File: src/hdl/sc1a_pkg.sv
`default_nettype none

package sc1a_pkg;

    // Special scan codes, set 1
    localparam logic [7:0] SC_PREFIX      = 8'hE0;
    localparam logic [7:0] SC_LSHIFT_MAKE = 8'h2A;
    localparam logic [7:0] SC_RSHIFT_MAKE = 8'h36;
    localparam logic [7:0] SC_LSHIFT_BRK  = 8'hAA;
    localparam logic [7:0] SC_RSHIFT_BRK  = 8'hB6;
    localparam logic [7:0] SC_CAPS_MAKE   = 8'h3A;
    localparam logic [7:0] SC_EXT_UP      = 8'h48;
    localparam logic [7:0] SC_EXT_DOWN    = 8'h50;

    localparam int unsigned CHAR_W = 7;

    typedef struct packed {
        logic shift_held;
        logic caps_active;
        logic extended_pending;
    } t_flags;

    typedef struct packed {
        logic              char_valid;
        logic [CHAR_W-1:0] char_code;
        logic              history_up;
        logic              history_down;
    } t_result;

    // US layout, no modifier
    function automatic logic [CHAR_W-1:0] plain_char(input logic [6:0] idx);
        logic [CHAR_W-1:0] c;
        case (idx)
            7'd1:  c = 7'h1B;
            7'd2:  c = 7'h31;
            7'd3:  c = 7'h32;
            7'd4:  c = 7'h33;
            7'd5:  c = 7'h34;
            7'd6:  c = 7'h35;
            7'd7:  c = 7'h36;
            7'd8:  c = 7'h37;
            7'd9:  c = 7'h38;
            7'd10: c = 7'h39;
            7'd11: c = 7'h30;
            7'd12: c = 7'h2D;
            7'd13: c = 7'h3D;
            7'd14: c = 7'h08;
            7'd15: c = 7'h09;
            7'd16: c = 7'h71;
            7'd17: c = 7'h77;
            7'd18: c = 7'h65;
            7'd19: c = 7'h72;
            7'd20: c = 7'h74;
            7'd21: c = 7'h79;
            7'd22: c = 7'h75;
            7'd23: c = 7'h69;
            7'd24: c = 7'h6F;
            7'd25: c = 7'h70;
            7'd26: c = 7'h5B;
            7'd27: c = 7'h5D;
            7'd28: c = 7'h0A;
            7'd30: c = 7'h61;
            7'd31: c = 7'h73;
            7'd32: c = 7'h64;
            7'd33: c = 7'h66;
            7'd34: c = 7'h67;
            7'd35: c = 7'h68;
            7'd36: c = 7'h6A;
            7'd37: c = 7'h6B;
            7'd38: c = 7'h6C;
            7'd39: c = 7'h3B;
            7'd40: c = 7'h27;
            7'd41: c = 7'h60;
            7'd43: c = 7'h5C;
            7'd44: c = 7'h7A;
            7'd45: c = 7'h78;
            7'd46: c = 7'h63;
            7'd47: c = 7'h76;
            7'd48: c = 7'h62;
            7'd49: c = 7'h6E;
            7'd50: c = 7'h6D;
            7'd51: c = 7'h2C;
            7'd52: c = 7'h2E;
            7'd53: c = 7'h2F;
            7'd55: c = 7'h2A;
            7'd57: c = 7'h20;
            7'd74: c = 7'h2D;
            7'd78: c = 7'h2B;
            default: c = '0;
        endcase
        return c;
    endfunction

    // US layout, shift applied
    function automatic logic [CHAR_W-1:0] shifted_char(input logic [6:0] idx);
        logic [CHAR_W-1:0] c;
        case (idx)
            7'd1:  c = 7'h1B;
            7'd2:  c = 7'h21;
            7'd3:  c = 7'h40;
            7'd4:  c = 7'h23;
            7'd5:  c = 7'h24;
            7'd6:  c = 7'h25;
            7'd7:  c = 7'h5E;
            7'd8:  c = 7'h26;
            7'd9:  c = 7'h2A;
            7'd10: c = 7'h28;
            7'd11: c = 7'h29;
            7'd12: c = 7'h5F;
            7'd13: c = 7'h2B;
            7'd14: c = 7'h08;
            7'd15: c = 7'h09;
            7'd16: c = 7'h51;
            7'd17: c = 7'h57;
            7'd18: c = 7'h45;
            7'd19: c = 7'h52;
            7'd20: c = 7'h54;
            7'd21: c = 7'h59;
            7'd22: c = 7'h55;
            7'd23: c = 7'h49;
            7'd24: c = 7'h4F;
            7'd25: c = 7'h50;
            7'd26: c = 7'h7B;
            7'd27: c = 7'h7D;
            7'd28: c = 7'h0A;
            7'd30: c = 7'h41;
            7'd31: c = 7'h53;
            7'd32: c = 7'h44;
            7'd33: c = 7'h46;
            7'd34: c = 7'h47;
            7'd35: c = 7'h48;
            7'd36: c = 7'h4A;
            7'd37: c = 7'h4B;
            7'd38: c = 7'h4C;
            7'd39: c = 7'h3A;
            7'd40: c = 7'h22;
            7'd41: c = 7'h7E;
            7'd43: c = 7'h7C;
            7'd44: c = 7'h5A;
            7'd45: c = 7'h58;
            7'd46: c = 7'h43;
            7'd47: c = 7'h56;
            7'd48: c = 7'h42;
            7'd49: c = 7'h4E;
            7'd50: c = 7'h4D;
            7'd51: c = 7'h3C;
            7'd52: c = 7'h3E;
            7'd53: c = 7'h3F;
            7'd55: c = 7'h2A;
            7'd57: c = 7'h20;
            7'd74: c = 7'h2D;
            7'd78: c = 7'h2B;
            default: c = '0;
        endcase
        return c;
    endfunction

endpackage

`default_nettype wire

File: src/hdl/sc1a_decode.sv
`default_nettype none

module sc1a_decode (
    input  wire logic [7:0]       i_scan_byte,
    input  wire logic             i_user_mode_active,
    input  wire sc1a_pkg::t_flags i_flags,
    output sc1a_pkg::t_flags      o_flags,
    output sc1a_pkg::t_result     o_result
);

    logic [sc1a_pkg::CHAR_W-1:0] w_plain;
    logic [sc1a_pkg::CHAR_W-1:0] w_shifted;
    logic                        w_letter;
    logic                        w_use_shift;
    logic [sc1a_pkg::CHAR_W-1:0] w_char;

    assign w_plain     = sc1a_pkg::plain_char(i_scan_byte[6:0]);
    assign w_shifted   = sc1a_pkg::shifted_char(i_scan_byte[6:0]);
    // letters in the plain table are lower case only
    assign w_letter    = (w_plain >= 7'h61) && (w_plain <= 7'h7A);
    assign w_use_shift = w_letter ? (i_flags.shift_held ^ i_flags.caps_active)
                                  : i_flags.shift_held;
    assign w_char      = w_use_shift ? w_shifted : w_plain;

    always_comb begin
        o_flags  = i_flags;
        o_result = '0;
        if (i_scan_byte == sc1a_pkg::SC_PREFIX) begin
            o_flags.extended_pending = 1'b1;
        end else if (i_flags.extended_pending) begin
            o_flags.extended_pending = 1'b0;
            o_result.history_up   = !i_user_mode_active &&
                                    (i_scan_byte == sc1a_pkg::SC_EXT_UP);
            o_result.history_down = !i_user_mode_active &&
                                    (i_scan_byte == sc1a_pkg::SC_EXT_DOWN);
        end else if (i_scan_byte inside {sc1a_pkg::SC_LSHIFT_MAKE,
                                         sc1a_pkg::SC_RSHIFT_MAKE}) begin
            o_flags.shift_held = 1'b1;
        end else if (i_scan_byte inside {sc1a_pkg::SC_LSHIFT_BRK,
                                         sc1a_pkg::SC_RSHIFT_BRK}) begin
            o_flags.shift_held = 1'b0;
        end else if (i_scan_byte == sc1a_pkg::SC_CAPS_MAKE) begin
            o_flags.caps_active = !i_flags.caps_active;
        end else if (!i_scan_byte[7] && (w_char != '0)) begin
            o_result.char_valid = 1'b1;
            o_result.char_code  = w_char;
        end
    end

endmodule

`default_nettype wire

File: src/hdl/scan_code_set1_to_ascii_core.sv
`default_nettype none

// Set 1 scan code to ASCII decoder, US layout. Each accepted scan byte gives
// exactly one result word, in order: either a character (o_char_valid high
// with o_char_code), a history pulse for the extended up or down arrow while
// user mode is inactive, or an all-zero word. Shift, caps lock and the 0xE0
// prefix are tracked internally and update at the accept edge. One word is
// taken every cycle while the sink keeps ready high: the decode is a single
// table lookup that sits between the input handshake and one output register,
// so each result word is valid in the cycle after its scan byte is accepted.
module scan_code_set1_to_ascii_core (
    input  wire logic                        i_clk,
    input  wire logic                        i_rst_n,
    input  wire logic                        i_valid,
    output logic                             o_ready,
    input  wire logic [7:0]                  i_scan_byte,
    input  wire logic                        i_user_mode_active,
    output logic                             o_valid,
    input  wire logic                        i_ready,
    output logic                             o_char_valid,
    output logic [sc1a_pkg::CHAR_W-1:0]      o_char_code,
    output logic                             o_history_up,
    output logic                             o_history_down
);

    sc1a_pkg::t_flags  r_flags;
    sc1a_pkg::t_flags  n_flags;
    sc1a_pkg::t_result r_result;
    sc1a_pkg::t_result n_result;
    logic              r_valid;
    logic              w_accept;

    // Take a new word whenever the result register is empty or being drained.
    assign o_ready  = !r_valid || i_ready;
    assign w_accept = i_valid && o_ready;

    sc1a_decode u_decode (
        .i_scan_byte        (i_scan_byte),
        .i_user_mode_active (i_user_mode_active),
        .i_flags            (r_flags),
        .o_flags            (n_flags),
        .o_result           (n_result)
    );

    // Control state: keyboard flags and the result valid bit.
    always_ff @(posedge i_clk) begin
        if (!i_rst_n) begin
            r_flags <= '0;
            r_valid <= 1'b0;
        end else begin
            if (w_accept) begin
                r_flags <= n_flags;
            end
            // Advance on accept; drop valid once the sink has taken the word.
            if (w_accept) begin
                r_valid <= 1'b1;
            end else if (i_ready) begin
                r_valid <= 1'b0;
            end
        end
    end

    // Payload: hold while the sink stalls.
    always_ff @(posedge i_clk) begin
        if (w_accept) begin
            r_result <= n_result;
        end
    end

    assign o_valid        = r_valid;
    assign o_char_valid   = r_result.char_valid;
    assign o_char_code    = r_result.char_code;
    assign o_history_up   = r_result.history_up;
    assign o_history_down = r_result.history_down;

endmodule

`default_nettype wire

File: config.mk
export PLATFORM = sky130hd
export DESIGN_NAME = scan_code_set1_to_ascii_core
export DESIGN_NICKNAME = d
export VERILOG_FILES = /design/src/hdl/sc1a_pkg.sv /design/src/hdl/sc1a_decode.sv /design/src/hdl/scan_code_set1_to_ascii_core.sv
export SDC_FILE = /design/constraint.sdc
export NUM_CORES = 1
export LEC_CHECK = 0
export BUFFER_PORTS_ARGS = -buffer_cell sky130_fd_sc_hd__buf_4
export CORE_ASPECT_RATIO = 1.4
export CORE_MARGIN = 2
export CORE_UTILIZATION = 64
export DETAILED_ROUTE_END_ITERATION = 6
export PLACE_DENSITY_LB_ADDON = 0.1
export SYNTH_ARGS = -nofsm -noshare
export SYNTH_HDL_FRONTEND = slang
export SYNTH_SLANG_ARGS = --single-unit
File: constraint.sdc
create_clock -name i_clk -period 8.9 [get_ports i_clk]
set_clock_uncertainty 0.15 [all_clocks]
set_input_delay 1.78 -clock i_clk [delete_from_list [all_inputs] [get_ports i_clk]]
set_output_delay 1.78 -clock i_clk [all_outputs]
set_load 0.005 [all_outputs]
* Word-level counts from Yosys, hierarchy flattened *
Memories as Yosys holds them, arrays and structs flattened.
Index checks and enable logic that the tools add are counted.

word-level totals
  memories kept = 2
  output and inout port bits = 12
  bits in read-only memories = 1792
  register bits after elaboration = 14
  logic and storage cells = 54
  input bits = 13

memory list
  memory           depth  bits a word  rd ports  clocked after memory_dff  write ports  RTL line        source
  (no name shown)  128    7            1         0                         0            sc1a_pkg.sv:97  case (idx)
  (no name shown)  128    7            1         0                         0            sc1a_pkg.sv:33  case (idx)

cells by class
  bitwise logic cells = 6
  reductions and logical operators = 20
  $lt $le $gt $ge = 2
  multiplexer cells = 8
  eq/ne operators = 8

operators by type and width
  operator            number
  $eq 8x6->1 const B  3
  $eq 8x8->1 const B  3
  $eq 8x7->1 const B  2
  $mux 8              1
  $reduce_bool 2->1   4
  $ge 7x7->1 const B  1
  $le 7x7->1 const B  1
  $mux 7              1
  $reduce_bool 7->1   1
  $mux 1              6
  $reduce_and 6->1    1
  $reduce_or 6->1     1
  $logic_and 1x1->1   5
  $not 1->1           5
  $reduce_or 5->1     1
  $logic_not 1->1     4
  $reduce_and 4->1    1
  $reduce_or 2->1     1
  $logic_or 1x1->1    1
  $xor 1x1->1         1

* Logic depth before layout (Yosys ltp) *
Gate-level depths: netlist (run 1).
An unclocked memory read counts as a cell.

  depth in word-level cells = 9
  depth in mapped cells = 13
  gate-level depth less buffers = 11

* Cells and area by module *
From an unflattened synthesis (run 1), not the netlist that was laid out.

second synthesis, totals
  cells, all modules = 278
  area, all modules = 2089.5 um2

modules (own cells, without submodules)
  module                        seq. area each (um2)  area an instance (um2)  cells each  instances
  sc1a_decode                   0.0                   1619.1                  251         1
  scan_code_set1_to_ascii_core  380.4                 470.5                   27          1

* Least setup slack after synthesis (run 1) *
Ideal clock, no wire load.

  kind = input -> register
  start point = input i_scan_byte[0]
  end point = register r_result, in the netlist o_char_code[0] (data pin)
  path buffers = 1
  data arrival time = 4447 ps
  required time = 8604 ps
  stages = 12
  setup time = 146 ps
  path slack = 4158 ps
  path through = buf_2 -> inv_1 -> ha_1 -> or2_1 -> a21o_1 -> a2111oi_1 -> nor2_1 -> o21a_1 -> o211a_4 -> xnor2_4 -> mux2_4 -> a21oi_2

on the way
  longest elaborated chain between the ends = 9
  elaborated cells on any way between the ends = 19
  those cells by class = order compare (2); eq/ne (6); mux (2); bitwise (1); reduce/logical (6); memory (2)

ends and longest elaborated chain
  item                                             RTL line                            source
  start: declaration                               scan_code_set1_to_ascii_core.sv:16  input wire logic [7:0] i_scan_byte,
  $mem_v2 128x7                                    --
  $ge 7x7->1 / $le 7x7->1 (equally long branches)  sc1a_decode.sv:20                   assign w_letter = (w_plain >= 7'h61) && (w_plain <= 7'h7A);
  $logic_and 1x1->1                                sc1a_decode.sv:20
  $mux 1                                           sc1a_decode.sv:21                   assign w_use_shift = w_letter ? (i_flags.shift_held ^ i_flags.caps_active)
  $mux 7                                           sc1a_decode.sv:23                   assign w_char = w_use_shift ? w_shifted : w_plain;
  $reduce_bool 7->1                                sc1a_decode.sv:44                   end else if (!i_scan_byte[7] && (w_char != '0)) begin
  $logic_and 1x1->1                                sc1a_decode.sv:44
  $not 1->1 (no line)                              --
  $reduce_or 6->1 (no line)                        --
  end signal: assignment                           scan_code_set1_to_ascii_core.sv:66  r_result <= n_result;
  end: declaration                                 scan_code_set1_to_ascii_core.sv:28  sc1a_pkg::t_result r_result;

Several ways; a longest one is shown, not always the timed one.
A chain may end at the register's enable or synchronous reset.

* Worst setup path in the final report (run 1) *
  start point = input i_scan_byte[1]
  end point = register r_result, in the netlist o_char_code[0] (data pin)

Same word-level chain as after synthesis.

==> flow_summary.rst, run 1 <==
.. list-table::
   :header-rows: 1

   * - Metric
     - Value
   * - Post-synthesis sequential area ratio
     - between 10% and 20%
   * - Count of antenna diodes in the layout
     - 0
   * - Most common library cell in the layout ignoring fill and taps
     - sky130_fd_sc_hd__nand2_1
   * - Worst slack at placement
     - about 3900 ps
   * - Via count of the first global-routing pass
     - between 2000 and 2500
   * - CP max stage delay
     - 540 ps
   * - Share of flip-flops with an asynchronous set or reset after synthesis
     - 0%
   * - Adder-cell area share of the yosys netlist
     - 7.47%
   * - Area delta synth->final
     - 6.78%
   * - FILL cells
     - between 200 and 300
   * - Clock root buffer
     - sky130_fd_sc_hd__clkbuf_8
   * - Overall die width
     - approximately 53 microns
   * - Clock tree from TritonCTS
     - done
   * - Post-CTS clock slew at the launch and capture registers of the worst setup and hold paths
     - approximately 60 ps
   * - Starting density of the core
     - 65.7%
   * - Proportion of layout cells with a drive suffix above 1
     - 14.2%
   * - Largest family of logic cells by synthesized area
     - simple AND/OR/NAND/NOR gates
   * - Fraction of synthesized cell area in xor and xnor cells
     - under 10%
   * - Max rail drop VDD
     - 0.000106 V
   * - Number of rows in the core area
     - 25
   * - Post-detail-place hpwl
     - approximately 4400 microns
   * - Final ANT Viol Nets
     - 0
   * - Highest attainable clock frequency
     - 0.206 GHz
   * - Layout net count
     - 323
   * - Flop and latch count out of synthesis
     - 14
   * - P per Cell Area
     - about 98 mW/mm^2
   * - Total congestion overflow after global routing
     - 0
   * - Crit path setup slack, layout
     - 4040 ps
   * - Tightest slew margin relative to the limit
     - around 40%
   * - Number of search-and-repair iterations in the first detailed-routing pass
     - 5
   * - Post-CTS repair timing setup buffer count
     - 0
   * - Hold Crit Class
     - reg2reg
   * - Most frequent cells in the layout
     - sky130_fd_sc_hd__nand2_1, sky130_fd_sc_hd__nor2_1, sky130_fd_sc_hd__buf_4
   * - Overall global routing resource usage
     - between 30% and 40%
   * - WP data arrival
     - 4820 ps
   * - Status
     - complete, no violations
   * - Number of failing hold endpoints at the final stage
     - 0
   * - Count of cell types in the netlist
     - ~70
   * - Overall via count from detail_route
     - around 2300
   * - Cells after synthesis
     - between 200 and 300
   * - Number of hold buffers added after cts
     - 0
   * - TritonCTS buffer count
     - 3
   * - Per-cell routed wire length
     - roughly 18 microns
   * - Portion of netlist area occupied by mux cells
     - 5.34%
   * - Crit path max-delay cell type
     - sky130_fd_sc_hd__a2111oi_1
   * - Pin count of the biggest net entering global routing
     - 56
   * - Mapped Avg Cell Area
     - ~7.5 sq um
   * - Synth Area in Compound Gates
     - 27.1%
   * - Most used flip-flop cell after synthesis
     - sky130_fd_sc_hd__edfxtp_1
   * - Die outline area
     - approximately 0.004 sq mm
   * - Maximum buffer depth of the clock tree
     - 2
   * - Final worst path period share
     - around 55%
   * - Final period demand of the worst path
     - approximately 5000 ps
   * - Yosys warns
     - 0
   * - Clock sinks
     - 14
   * - Unrepaired setup endpoints after global routing
     - false
   * - Vias per Instance
     - 6.86
   * - Die height
     - roughly 73 microns
   * - Number of endpoints failing setup at the final stage
     - 0
   * - Number of H-tree levels
     - 1
   * - Req. time, crit path
     - approximately 8900 ps
   * - Sum Neg Setup Slack
     - 0 ps
   * - First-pass GRT wire length
     - around 9900 microns
   * - P_leak
     - 0.000918 uW
   * - WS Path Type
     - in2reg
   * - Source-to-sink clock delay at the later pin of the worst-skew pair
     - 250 ps
   * - Total wire length
     - around 6000 microns
   * - Total of buffers placed on input and output ports
     - 24
   * - Number of enable flip-flop cells after synthesis
     - 10
   * - Max Fanout on Critical Path
     - 18
   * - I/O pin total
     - 25
   * - Post-synthesis instance area
     - between 0.002 and 0.0025 sq mm
   * - Resized cells post-CTS
     - 0
   * - Count of routing violations after the opening detailed-route iteration
     - between 200 and 250
   * - Number of max-slew violations in the final report
     - 0
   * - Global placement routability congestion
     - about 0.94
   * - Number of max-capacitance violations reported
     - 0
   * - Crit path cell chain
     - buf_4 > inv_1 > ha_1 > or2_1 > a21o_1 > a2111oi_1 > nor2_1 > o21a_1 > o211a_4 > xnor2_4 > mux2_4 > a21oi_2
   * - DRC violation count after routing
     - 0
   * - Nature of the critical path startpoint
     - input pin
   * - Share of synthesized cell area in and, or, nand and nor gates
     - 31.7%
   * - Placeable core area
     - roughly 0.0033 sq mm
   * - Transition time at the pin with the least slew margin
     - 878 ps
   * - Synthesized Nets
     - between 300 and 400
   * - Number of antenna violations at the first check in global routing
     - 0
   * - Kind of end point of the critical path
     - register
==> metal layers <==
metal	track usage (%)	vias to the layer above	wire, microns
met5	0	-	0
met4	21.4	0	344
met3	3.28	38	527
met2	55.3	163	2900
met1	39.9	1017	2240
li1	-	1088	-
==> metrics by stage <==
| step | hold slack [ps] | area [sq um] | cells | total power [uW] | utilization (%) |
|---|---|---|---|---|---|
| 5_1_grt | 451 | 2320 | 336 | 240 | 70.1 |
| 3_5_place_dp | 405 | 2270 | 332 | 165 | 68.5 |
| 2_1_floorplan | 379 | 2180 | 291 | 142 | - |
| 6_report | 408 | 2320 | 336 | 229 | 70.1 |
| 3_3_place_gp | 393 | 2270 | 332 | 164 | 68.5 |
| 4_1_cts | 415 | 2320 | 336 | 226 | 70.1 |
==> cell usage after synthesis (all sizes together) (5+ instances only) <==
cell type | n | area share (%)
nand2 | 31 | 5.3
nor2 | 27 | 4.7
a21oi | 23 | 5.5
buf | 18 | 5.3
nand2b | 15 | 4.4
ha | 13 | 7.5
o21ai | 12 | 2.8
edfxtp | 10 | 14
inv | 10 | 1.7
mux2i | 9 | 4.1
nand3 | 8 | 1.8
nor3 | 7 | 1.6
nor4 | 7 | 2.3
nor2b | 6 | 1.7
or2 | 6 | 1.7
a211oi | 5 | 1.7
a311oi | 5 | 2.3
and3 | 5 | 1.4
clkbuf | 5 | 1.0
==> flip-flops by register name, indices dropped and copies added, names as in the netlist <==
| signal | flops |
|---|---|
| o_history_down | 1 |
| o_char_code | 7 |
| o_history_up | 1 |
| o_valid | 1 |
| o_char_valid | 1 |
| r_flags | 3 |
==> power breakdown <==
part / switching, uW / internal [uW] / leakage [uW]
clock network: 22.7 / 39.2 / 0.0000288
logic: 55.8 / 35.9 / 0.000757
registers: 1.06 / 73.9 / 0.000132
total: 79.5 / 149 / 0.000918
==> worst paths after layout <==
path / from / slack, ps / endpoint / depth (start not counted)
worst min-delay path: o_valid$_SDFFE_PN0P_ / 410 / o_valid$_SDFFE_PN0P_ / 2
worst min register to register: o_valid$_SDFFE_PN0P_ / 410 / o_valid$_SDFFE_PN0P_ / 2
worst max register to register: r_flags[1]$_SDFFE_PN0P_ / 7170 / o_char_code[0]$_SDFFCE_PP0P_ / 5
worst max-delay path: i_scan_byte[1] / 4040 / o_char_code[0]$_SDFFCE_PP0P_ / 12
==> worst max-delay path: cells and delay by family <==
kind / cells / cell delay [ps]
buffers and inverters: 2 / 370
adder cells (fa/ha/maj): 1 / 390
AND/OR/NAND/NOR: 2 / 450
AO/OA/AOI/OAI: 5 / 1260
multiplexers: 1 / 330
XOR/XNOR: 1 / 240
==> kinds of logic after synthesis <==
group,count (synthesis)
xor+xnor,5
flops,14
compound gates,84
buf+inv,33
simple gates,131
mux,11
fa+ha+maj,13
==> layout make-up <==
class,count,area (sq um),share of cell area [%]
clock buffers,4,55.1,2.37
multi-input cells,244,1620,69.8
repair buffers,24,180,7.75
well taps,40,50.0,2.15
flip-flops and latches,14,380,16.4
inverters,10,37.5,1.61
No activity file was read; power rests on OpenSTA's default activity.
==> run 2: changes to the inputs <==
Settings changed: ABC_AREA set to 1, CORE_UTILIZATION 64 to 60.
Clock period 8.9 ns to 5.07 ns, I/O delays scaled along.
==> run 2 against run 1 <==
  * Wire length rose by 4.1%
  * Clock power increased by 73%
  * Synthesized cell count is 18% higher
  * First-iteration DRC count decreased by 24%
  * Area after synthesis is 1.7% lower
  * Combinational power up 88%
  * Total power rose by 80%
  * Final area is 0.48% higher
  * Sequential power grew 77%
  * Core utilization decreased by 1.6 points
  * Flip-flop and latch count did not move
  * Critical path type unchanged
  * Critical endpoint is now o_char_code[1]$_SDFFCE_PP0P_
==> flow_summary.rst, run 2 <==
.. list-table::
   :header-rows: 1

   * - Metric
     - Value
   * - Number of rows in the core area
     - 25 (unchanged)
   * - Post-synthesis sequential area ratio
     - 17.8% (+0.30 points)
   * - Clock root buffer
     - sky130_fd_sc_hd__clkbuf_8
   * - Max FFs per register
     - 7 (unchanged)
   * - Crit path max-delay cell type
     - sky130_fd_sc_hd__ha_1
   * - Area of the multi-input gates
     - 0.00152 sq mm (-6.6%)
   * - Final period demand of the worst path
     - about 4000 ps
   * - Number of hold buffers added after cts
     - 0 (unchanged)
   * - Starting density of the core
     - 62.8% (-2.9 points)
   * - Total wire length
     - 6250 microns (+4.1%)
   * - Hold_ws
     - 370 ps (-37.8 ps)
   * - FILL cells
     - 335 (+17%)
   * - Overall via count from detail_route
     - 2396 (+3.9%)
   * - Yosys warns
     - 0 (unchanged)
   * - Total congestion overflow after global routing
     - 0 (unchanged)
   * - First-pass GRT wire length
     - 10100 microns (+2.0%)
   * - Cell Count, Final, Fillers Out
     - 399 (+19%)
   * - Status
     - complete, no violations
   * - Final worst path period share
     - between 70% and 80%
   * - Via count of the first global-routing pass
     - 2232 (+6.8%)
   * - Count of cell types in the netlist
     - 43 (-37%)
   * - Sum Neg Setup Slack
     - 0 ps (unchanged)
   * - P_leak
     - 0.00115 uW (+26%)
   * - Clock tree from TritonCTS
     - done
   * - Most frequent cells in the layout
     - sky130_fd_sc_hd__nand2_1, sky130_fd_sc_hd__nand3_1, sky130_fd_sc_hd__inv_1
   * - Final ANT Viol Nets
     - 0 (unchanged)
   * - Unrepaired setup endpoints after global routing
     - false
   * - Number of H-tree levels
     - 1 (unchanged)
   * - Reg2Reg Setup Slack
     - 3080 ps (-4090 ps)
   * - Kind of end point of the critical path
     - register
   * - Number of placed instances with taps included
     - 395 (+19%)
   * - Maximum buffer depth of the clock tree
     - 2 (unchanged)
   * - WP data arrival
     - 3840 ps (-980 ps)
   * - Hold Crit Class
     - reg2reg
   * - Crit-path most repeated cell
     - sky130_fd_sc_hd__nand2_1
   * - Most repeated cell in the gate-level netlist after synthesis
     - sky130_fd_sc_hd__nand2_1
   * - Number of search-and-repair iterations in the first detailed-routing pass
     - 4 (-1)
   * - Dominant cells by area after synthesis
     - sky130_fd_sc_hd__nand2_1, sky130_fd_sc_hd__edfxtp_1, sky130_fd_sc_hd__nand3_1
   * - Yosys top cell area share
     - 18.6% (+4.8 points)
   * - Reg area
     - 380 sq um (unchanged)
   * - Most common library cell in the layout ignoring fill and taps
     - sky130_fd_sc_hd__nand2_1
   * - Transition time at the pin with the least slew margin
     - 530 ps (-347 ps)
   * - Proportion of layout cells with a drive suffix above 1
     - 21.4% (+7.3 points)
   * - TritonCTS buffer count
     - 3 (unchanged)
   * - Crit path cell chain
     - buf_4 > inv_1 > ha_1 > inv_1 > nand2_1 > nand2_1 > nand3_1 > nand2_1 > nand3_1 > a21oi_1 > nand2_1 > nand2_4 > nand2_1 > nand2_1 > nand3_1 > nand2_1 > nand2_1 > nor2_1 > nand2_2 > nand2_4 > nor2_1
   * - I/O pin total
     - 25 (unchanged)
   * - Overall global routing resource usage
     - 33.7% (+0.26 points)
   * - Post-CTS clock slew at the launch and capture registers of the worst setup and hold paths
     - 60 ps (about the same)
   * - CP max stage delay
     - 320 ps (-220 ps)
   * - Area delta synth->final
     - 9.12%
   * - Post-synthesis instance area
     - 0.00214 sq mm (-1.7%)
   * - Number of failing hold endpoints at the final stage
     - 0 (unchanged)
   * - Synthesized Nets
     - 368 (+16%)
   * - Share of flip-flops with an asynchronous set or reset after synthesis
     - 0% (unchanged)
   * - Cells after synthesis
     - 342 (+18%)
   * - Req. time, crit path
     - 4920 ps (-3930 ps)
   * - WS Path Type
     - in2reg
   * - Number of max-capacitance violations reported
     - 0 (unchanged)
   * - Overall die width
     - 54.5 microns (+2.2%)
   * - Nature of the critical path startpoint
     - input pin
   * - Number of endpoints failing setup at the final stage
     - 0 (unchanged)
   * - Number of max-slew violations in the final report
     - 0 (unchanged)
   * - Total of buffers placed on input and output ports
     - 24 (unchanged)
   * - Top cell type by total area after synthesis
     - sky130_fd_sc_hd__nand2_1
   * - Count of routing violations after the opening detailed-route iteration
     - 152 (-24%)
   * - Tightest slew margin relative to the limit
     - 64.3% (+24 points)
   * - Total Power Consumption
     - 411 uW (+80%)
   * - Global placement routability congestion
     - 0.980 (+4.8%)
   * - Leading cell types by count after synthesis
     - sky130_fd_sc_hd__nand2_1, sky130_fd_sc_hd__nand3_1, sky130_fd_sc_hd__inv_1, sky130_fd_sc_hd__nor2_1, sky130_fd_sc_hd__a21oi_1
   * - P per Cell Area
     - 176 mW/mm^2 (+79%)
   * - Post-detail-place hpwl
     - 4920 microns (+11%)
   * - Per-cell routed wire length
     - 15.7 microns (-12%)
   * - Highest attainable clock frequency
     - roughly 0.25 GHz
   * - Die height
     - 74.7 microns (+2.3%)
   * - Flop and latch count out of synthesis
     - 14 (unchanged)
   * - Count of antenna diodes in the layout
     - 0 (unchanged)
   * - Source-to-sink clock delay at the later pin of the worst-skew pair
     - 240 ps (about the same)
   * - Max rail drop VDD
     - 0.000220 V (+110%)
   * - Post-CTS repair timing setup buffer count
     - 0 (unchanged)
   * - Placeable core area
     - 0.00341 sq mm (+2.8%)
   * - Vias per Instance
     - 6.01 (-13%)
   * - Pin count of the biggest net entering global routing
     - 31 (-45%)
   * - Max Fanout on Critical Path
     - 11 (-7)
   * - Mapped Avg Cell Area
     - 6.26 sq um (-16%)
   * - Layout net count
     - 386 (+20%)
   * - Clock sinks
     - 14 (unchanged)
   * - Number of enable flip-flop cells after synthesis
     - 10 (unchanged)
   * - Number of antenna violations at the first check in global routing
     - 0 (unchanged)
   * - Die outline area
     - 0.00407 sq mm (+4.6%)
   * - DRC violation count after routing
     - 0 (unchanged)
   * - Resized cells post-CTS
     - 0 (unchanged)
   * - Most used flip-flop cell after synthesis
     - sky130_fd_sc_hd__edfxtp_1
[run 2: path summary, 6_finish.rpt]
check,from,end,depth (start not counted)
max,i_scan_byte[1],o_char_code[1]$_SDFFCE_PP0P_,21
max reg2reg,r_flags[1]$_SDFFE_PN0P_,o_char_code[1]$_SDFFCE_PP0P_,11
min,o_valid$_SDFFE_PN0P_,o_valid$_SDFFE_PN0P_,2
min reg2reg,o_valid$_SDFFE_PN0P_,o_valid$_SDFFE_PN0P_,2
[run 2: cell families after synthesis]
family                     count (synthesis)  share of synthesized area [%]
and+or+nand+nor                          216                           49.2
buffers and inverters                     51                           11.5
AOI/OAI and AO/OA                         46                           13.2
DFF                                       14                           17.8
adders and majority gates                 13                           7.60
xor gates and xnor gates                   2                          0.818
[run 2: stage by stage]
| step | instance area (sq um) | util [%] | setup WS (ps) |
|---|---|---|---|
| 4_1_cts | 2340 | 68.5 | 1160 |
| 5_1_grt | 2340 | 68.5 | 779 |
| 3_3_place_gp | 2280 | 66.9 | 1060 |
| 3_5_place_dp | 2280 | 66.9 | 947 |
| 6_report | 2340 | 68.5 | 1080 |
| 2_1_floorplan | 2140 | - | 1590 |
[run 2: critical path: cells and delay by family]
kind	cells	cell delay, ps
compound gates	1	270
fa+ha+maj	1	320
buf+inv	3	540
simple gates	16	1700
[run 2: per-layer routing]
layer / global-route usage (%) / vias to the layer above / wire [microns]
met5: 0 / - / 0
li1: - / 1156 / -
met1: 35.1 / 1061 / 2110
met2: 57.6 / 142 / 3150
met4: 27.2 / 0 / 452
met3: 5.36 / 37 / 543
[run 2: cell type report]
type | instances | area share, %
Multi-Input combinational cell | 277 | 64.9
Sequential cell | 14 | 16.3
Timing Repair Buffer | 24 | 7.71
Inverter | 40 | 6.64
Clock buffer | 4 | 2.36
Tap cell | 40 | 2.14
[run 2: report_power, final]
part | internal, uW | leakage (uW) | switching [uW]
combinational | 57.6 | 0.000992 | 114
clock | 68.7 | 0.0000288 | 37.9
sequential | 131 | 0.000134 | 2.23
==> run 3: changes to the inputs <==
Settings changed: ABC_AREA 1 to 0, CORE_UTILIZATION 60 to 54.
Clock period 5.07 ns to 3.4 ns, I/O delays scaled along.
==> run 3 against run 2 <==
  * Total power up 55%
  * Core utilization is 2.2 points higher
  * Critical path depth decreased by 10
  * Worst setup slack got worse by 940 ps
  * Count of clock-buffer cells in the layout shrank 1
  * Cell count decreased by 2.5%
  * Register-to-register slack worse by 1400 ps
  * First-iteration DRC count increased by 9.2%
  * Via count is 2.9% higher
  * Combinational power rose by 78%
  * Critical endpoint is now o_char_valid$_SDFFCE_PP0P_
  * Final area grew 19%
  * Flip-flop and latch count unchanged
==> flow_summary.rst, run 3 (same netlist as run 1, synthesis figures left out) <==
.. list-table::
   :header-rows: 1

   * - Metric
     - Value
   * - Status
     - complete, no violations
   * - Die height
     - 79.1 microns (+6.0%)
   * - Total of buffers placed on input and output ports
     - 24 (unchanged)
   * - Number of cells traversed by the worst hold path
     - 2 (unchanged)
   * - TritonCTS buffer count
     - 3 (unchanged)
   * - Routed wire length on met3
     - 390 microns (-28%)
   * - Tightest slew margin relative to the limit
     - 58.2% (-6.1 points)
   * - Post-route core utilization
     - 70.7% (+2.2 points)
   * - Per-cell routed wire length
     - 18.0 microns (+15%)
   * - FILL cells
     - 360 (+7.5%)
   * - Starting density of the core
     - 55.6% (-7.2 points)
   * - Number of max-capacitance violations reported
     - 0 (unchanged)
   * - Sum Neg Setup Slack
     - 0 ps (unchanged)
   * - P per Cell Area
     - 230 mW/mm^2 (+31%)
   * - Launch point of the worst hold path
     - o_valid$_SDFFE_PN0P_
   * - Unrepaired setup endpoints after global routing
     - false
   * - Max Fanout on Critical Path
     - 8 (-3)
   * - Final worst path period share
     - between 90% and 100%
   * - Req. time, crit path
     - 3230 ps (-1690 ps)
   * - Number of search-and-repair iterations in the first detailed-routing pass
     - 5 (+1)
   * - Layout net count
     - 373 (-3.4%)
   * - Area of all placed cells without fillers
     - 0.00277 sq mm (+19%)
   * - Proportion of layout cells with a drive suffix above 1
     - 28.9% (+7.5 points)
   * - WP data arrival
     - 3090 ps (-750 ps)
   * - Die outline area
     - 0.00456 sq mm (+12%)
   * - Area delta synth->final
     - 27.2%
   * - Final period demand of the worst path
     - 3260 ps
   * - WS Path Type
     - in2reg
   * - Maximum buffer depth of the clock tree
     - 2 (unchanged)
   * - Final ANT Viol Nets
     - 0 (unchanged)
   * - Crit path cell chain
     - buf_4 > buf_4 > ha_1 > inv_1 > nand3_1 > o2111ai_1 > a21oi_1 > or4b_1 > or4b_1 > o21ai_1 > a21oi_1
   * - Standard cell area after detailed placement
     - 0.00270 sq mm (+18%)
   * - Source of the worst register-to-register timing path
     - r_flags[2]$_SDFFE_PN0P_
   * - Endpoint, Worst Hold
     - o_valid$_SDFFE_PN0P_
   * - Pin count of the biggest net entering global routing
     - 33 (+6.5%)
   * - Overall global routing resource usage
     - 32.0% (-1.7 points)
   * - Number of antenna violations at the first check in global routing
     - 0 (unchanged)
   * - Met2 wire len
     - 3480 microns (+11%)
   * - Max rail drop VDD
     - 0.000384 V (+75%)
   * - Overall die width
     - 57.7 microns (+5.8%)
   * - Depth of the worst register-to-register path
     - 4 (-7)
   * - Number of H-tree levels
     - 1 (unchanged)
   * - Post-CTS clock slew at the launch and capture registers of the worst setup and hold paths
     - 50 ps (about the same)
   * - CP max stage delay
     - 520 ps (+200 ps)
   * - P_leak
     - 0.00116 uW (about the same)
   * - Vias per Instance
     - 6.34 (+5.6%)
   * - Number of rows in the core area
     - 27 (+8.0%)
   * - Transition time at the pin with the least slew margin
     - 611 ps (+81.0 ps)
   * - Placeable core area
     - 0.00392 sq mm (+15%)
   * - Most common library cell in the layout ignoring fill and taps
     - sky130_fd_sc_hd__buf_4
   * - Total wire length
     - 7000 microns (+12%)
   * - Top routing layer used
     - met4
   * - Highest attainable clock frequency
     - just over 0.3 GHz
   * - Number of failing hold endpoints at the final stage
     - 0 (unchanged)
   * - Source-to-sink clock delay at the later pin of the worst-skew pair
     - 240 ps (about the same)
   * - Post-detail-place hpwl
     - 5550 microns (+13%)
   * - Clock root buffer
     - sky130_fd_sc_hd__clkbuf_8
   * - Wire length on met1
     - 2640 microns (+25%)
   * - I/O pin total
     - 25 (unchanged)
   * - Reg2Reg Setup Slack
     - 1700 ps (-1380 ps)
   * - Number of max-slew violations in the final report
     - 0 (unchanged)
   * - Max FFs per register
     - 7 (unchanged)
   * - Hold Crit Class
     - reg2reg
   * - DRC violation count after routing
     - 0 (unchanged)
   * - Clock sinks
     - 14 (unchanged)
   * - Post-CTS repair timing setup buffer count
     - 0 (unchanged)
   * - Global placement routability congestion
     - 0.928 (-5.3%)
   * - Endpoint of the lowest-slack register-to-register path
     - o_char_valid$_SDFFCE_PP0P_
   * - Crit path max-delay cell type
     - sky130_fd_sc_hd__or4b_1
   * - Count of routing violations after the opening detailed-route iteration
     - 166 (+9.2%)
   * - Most frequent cells in the layout
     - sky130_fd_sc_hd__buf_4, sky130_fd_sc_hd__nand2_1, sky130_fd_sc_hd__nor2_1
   * - Total Power Consumption
     - 637 uW (+55%)
   * - Overall via count from detail_route
     - 2466 (+2.9%)
   * - Hold_ws
     - 400 ps (+29.7 ps)
   * - Via count of the first global-routing pass
     - 2360 (+5.7%)
   * - Count of antenna diodes in the layout
     - 0 (unchanged)
   * - First-pass GRT wire length
     - 11300 microns (+13%)
   * - Number of endpoints failing setup at the final stage
     - 0 (unchanged)
   * - Clock tree from TritonCTS
     - done
   * - Nature of the critical path startpoint
     - input pin
   * - Total congestion overflow after global routing
     - 0 (unchanged)
   * - Kind of end point of the critical path
     - register
## run 3: changes by cell type in the layout (fill, tap and decap cells not counted), sizes merged, moves of 6 or more
| cell | previous run | this run |
|---|---|---|
| inv | 40 | 9 |
| nor2 | 36 | 27 |
| buf | 24 | 74 |
| nand2b | 0 | 15 |
| nand2 | 125 | 31 |
| mux2i | 0 | 9 |
| nor2b | 0 | 6 |
| nand3 | 39 | 8 |
## run 3: worst max path at each step
stage                         startpoint                      endpoint  slack, ps  cells after the start
after floorplan           i_scan_byte[1]  o_char_code[0]$_SDFFCE_PP0P_        -40                     12
after global placement    i_scan_byte[0]  o_char_code[0]$_SDFFCE_PP0P_       -170                     11
after detailed placement  i_scan_byte[1]  o_char_code[0]$_SDFFCE_PP0P_       -210                     14
after CTS                 i_scan_byte[1]  o_char_code[0]$_SDFFCE_PP0P_         50                     14
after global routing      i_scan_byte[1]    o_char_valid$_SDFFCE_PP0P_         20                     13
final                     i_scan_byte[0]    o_char_valid$_SDFFCE_PP0P_        140                     11
## run 3: area by class of cell
cell class	instances	area [sq um]	area share (%)
inverter	10	41.3	1.49
clock inverter	1	3.75	0.136
sequential	14	380	13.7
tap	43	53.8	1.94
timing repair buffer	74	581	21.0
clock buffer	3	41.3	1.49
multi-input combinational	244	1670	60.3
## run 3: routing by layer
| metal | GRT usage (%) | up-vias |
|---|---|---|
| met5 | 0 | - |
| met4 | 22.3 | 0 |
| met3 | 2.77 | 39 |
| met2 | 56.5 | 121 |
| met1 | 35.0 | 1121 |
| li1 | - | 1185 |
## run 3: report_power, final
group	switching (uW)	internal [uW]	total, uW	leakage (uW)
clock network	55.1	79.8	135	0.0000231
registers	2.85	193	196	0.000132
logic	164	141	306	0.00100
## run 3: stage by stage
stage / setup slack (ps) / std cells
2_1_floorplan: -38.2 / 291
3_3_place_gp: -166 / 385
3_5_place_dp: -205 / 385
4_1_cts: 45.3 / 389
5_1_grt: 23.0 / 389
6_report: 140 / 389
## run 3: what timing repair did
item	in CTS	in global routing
hold buffers	0	0
setup endpoints to repair	0	6
gates resized for setup	0	8
## run 3: worst max-delay path, delay by kind of cell
family	cells	cell delay, ps
simple gates	3	1150
compound gates	4	550
fa+ha+maj	1	300
buf+inv	3	410
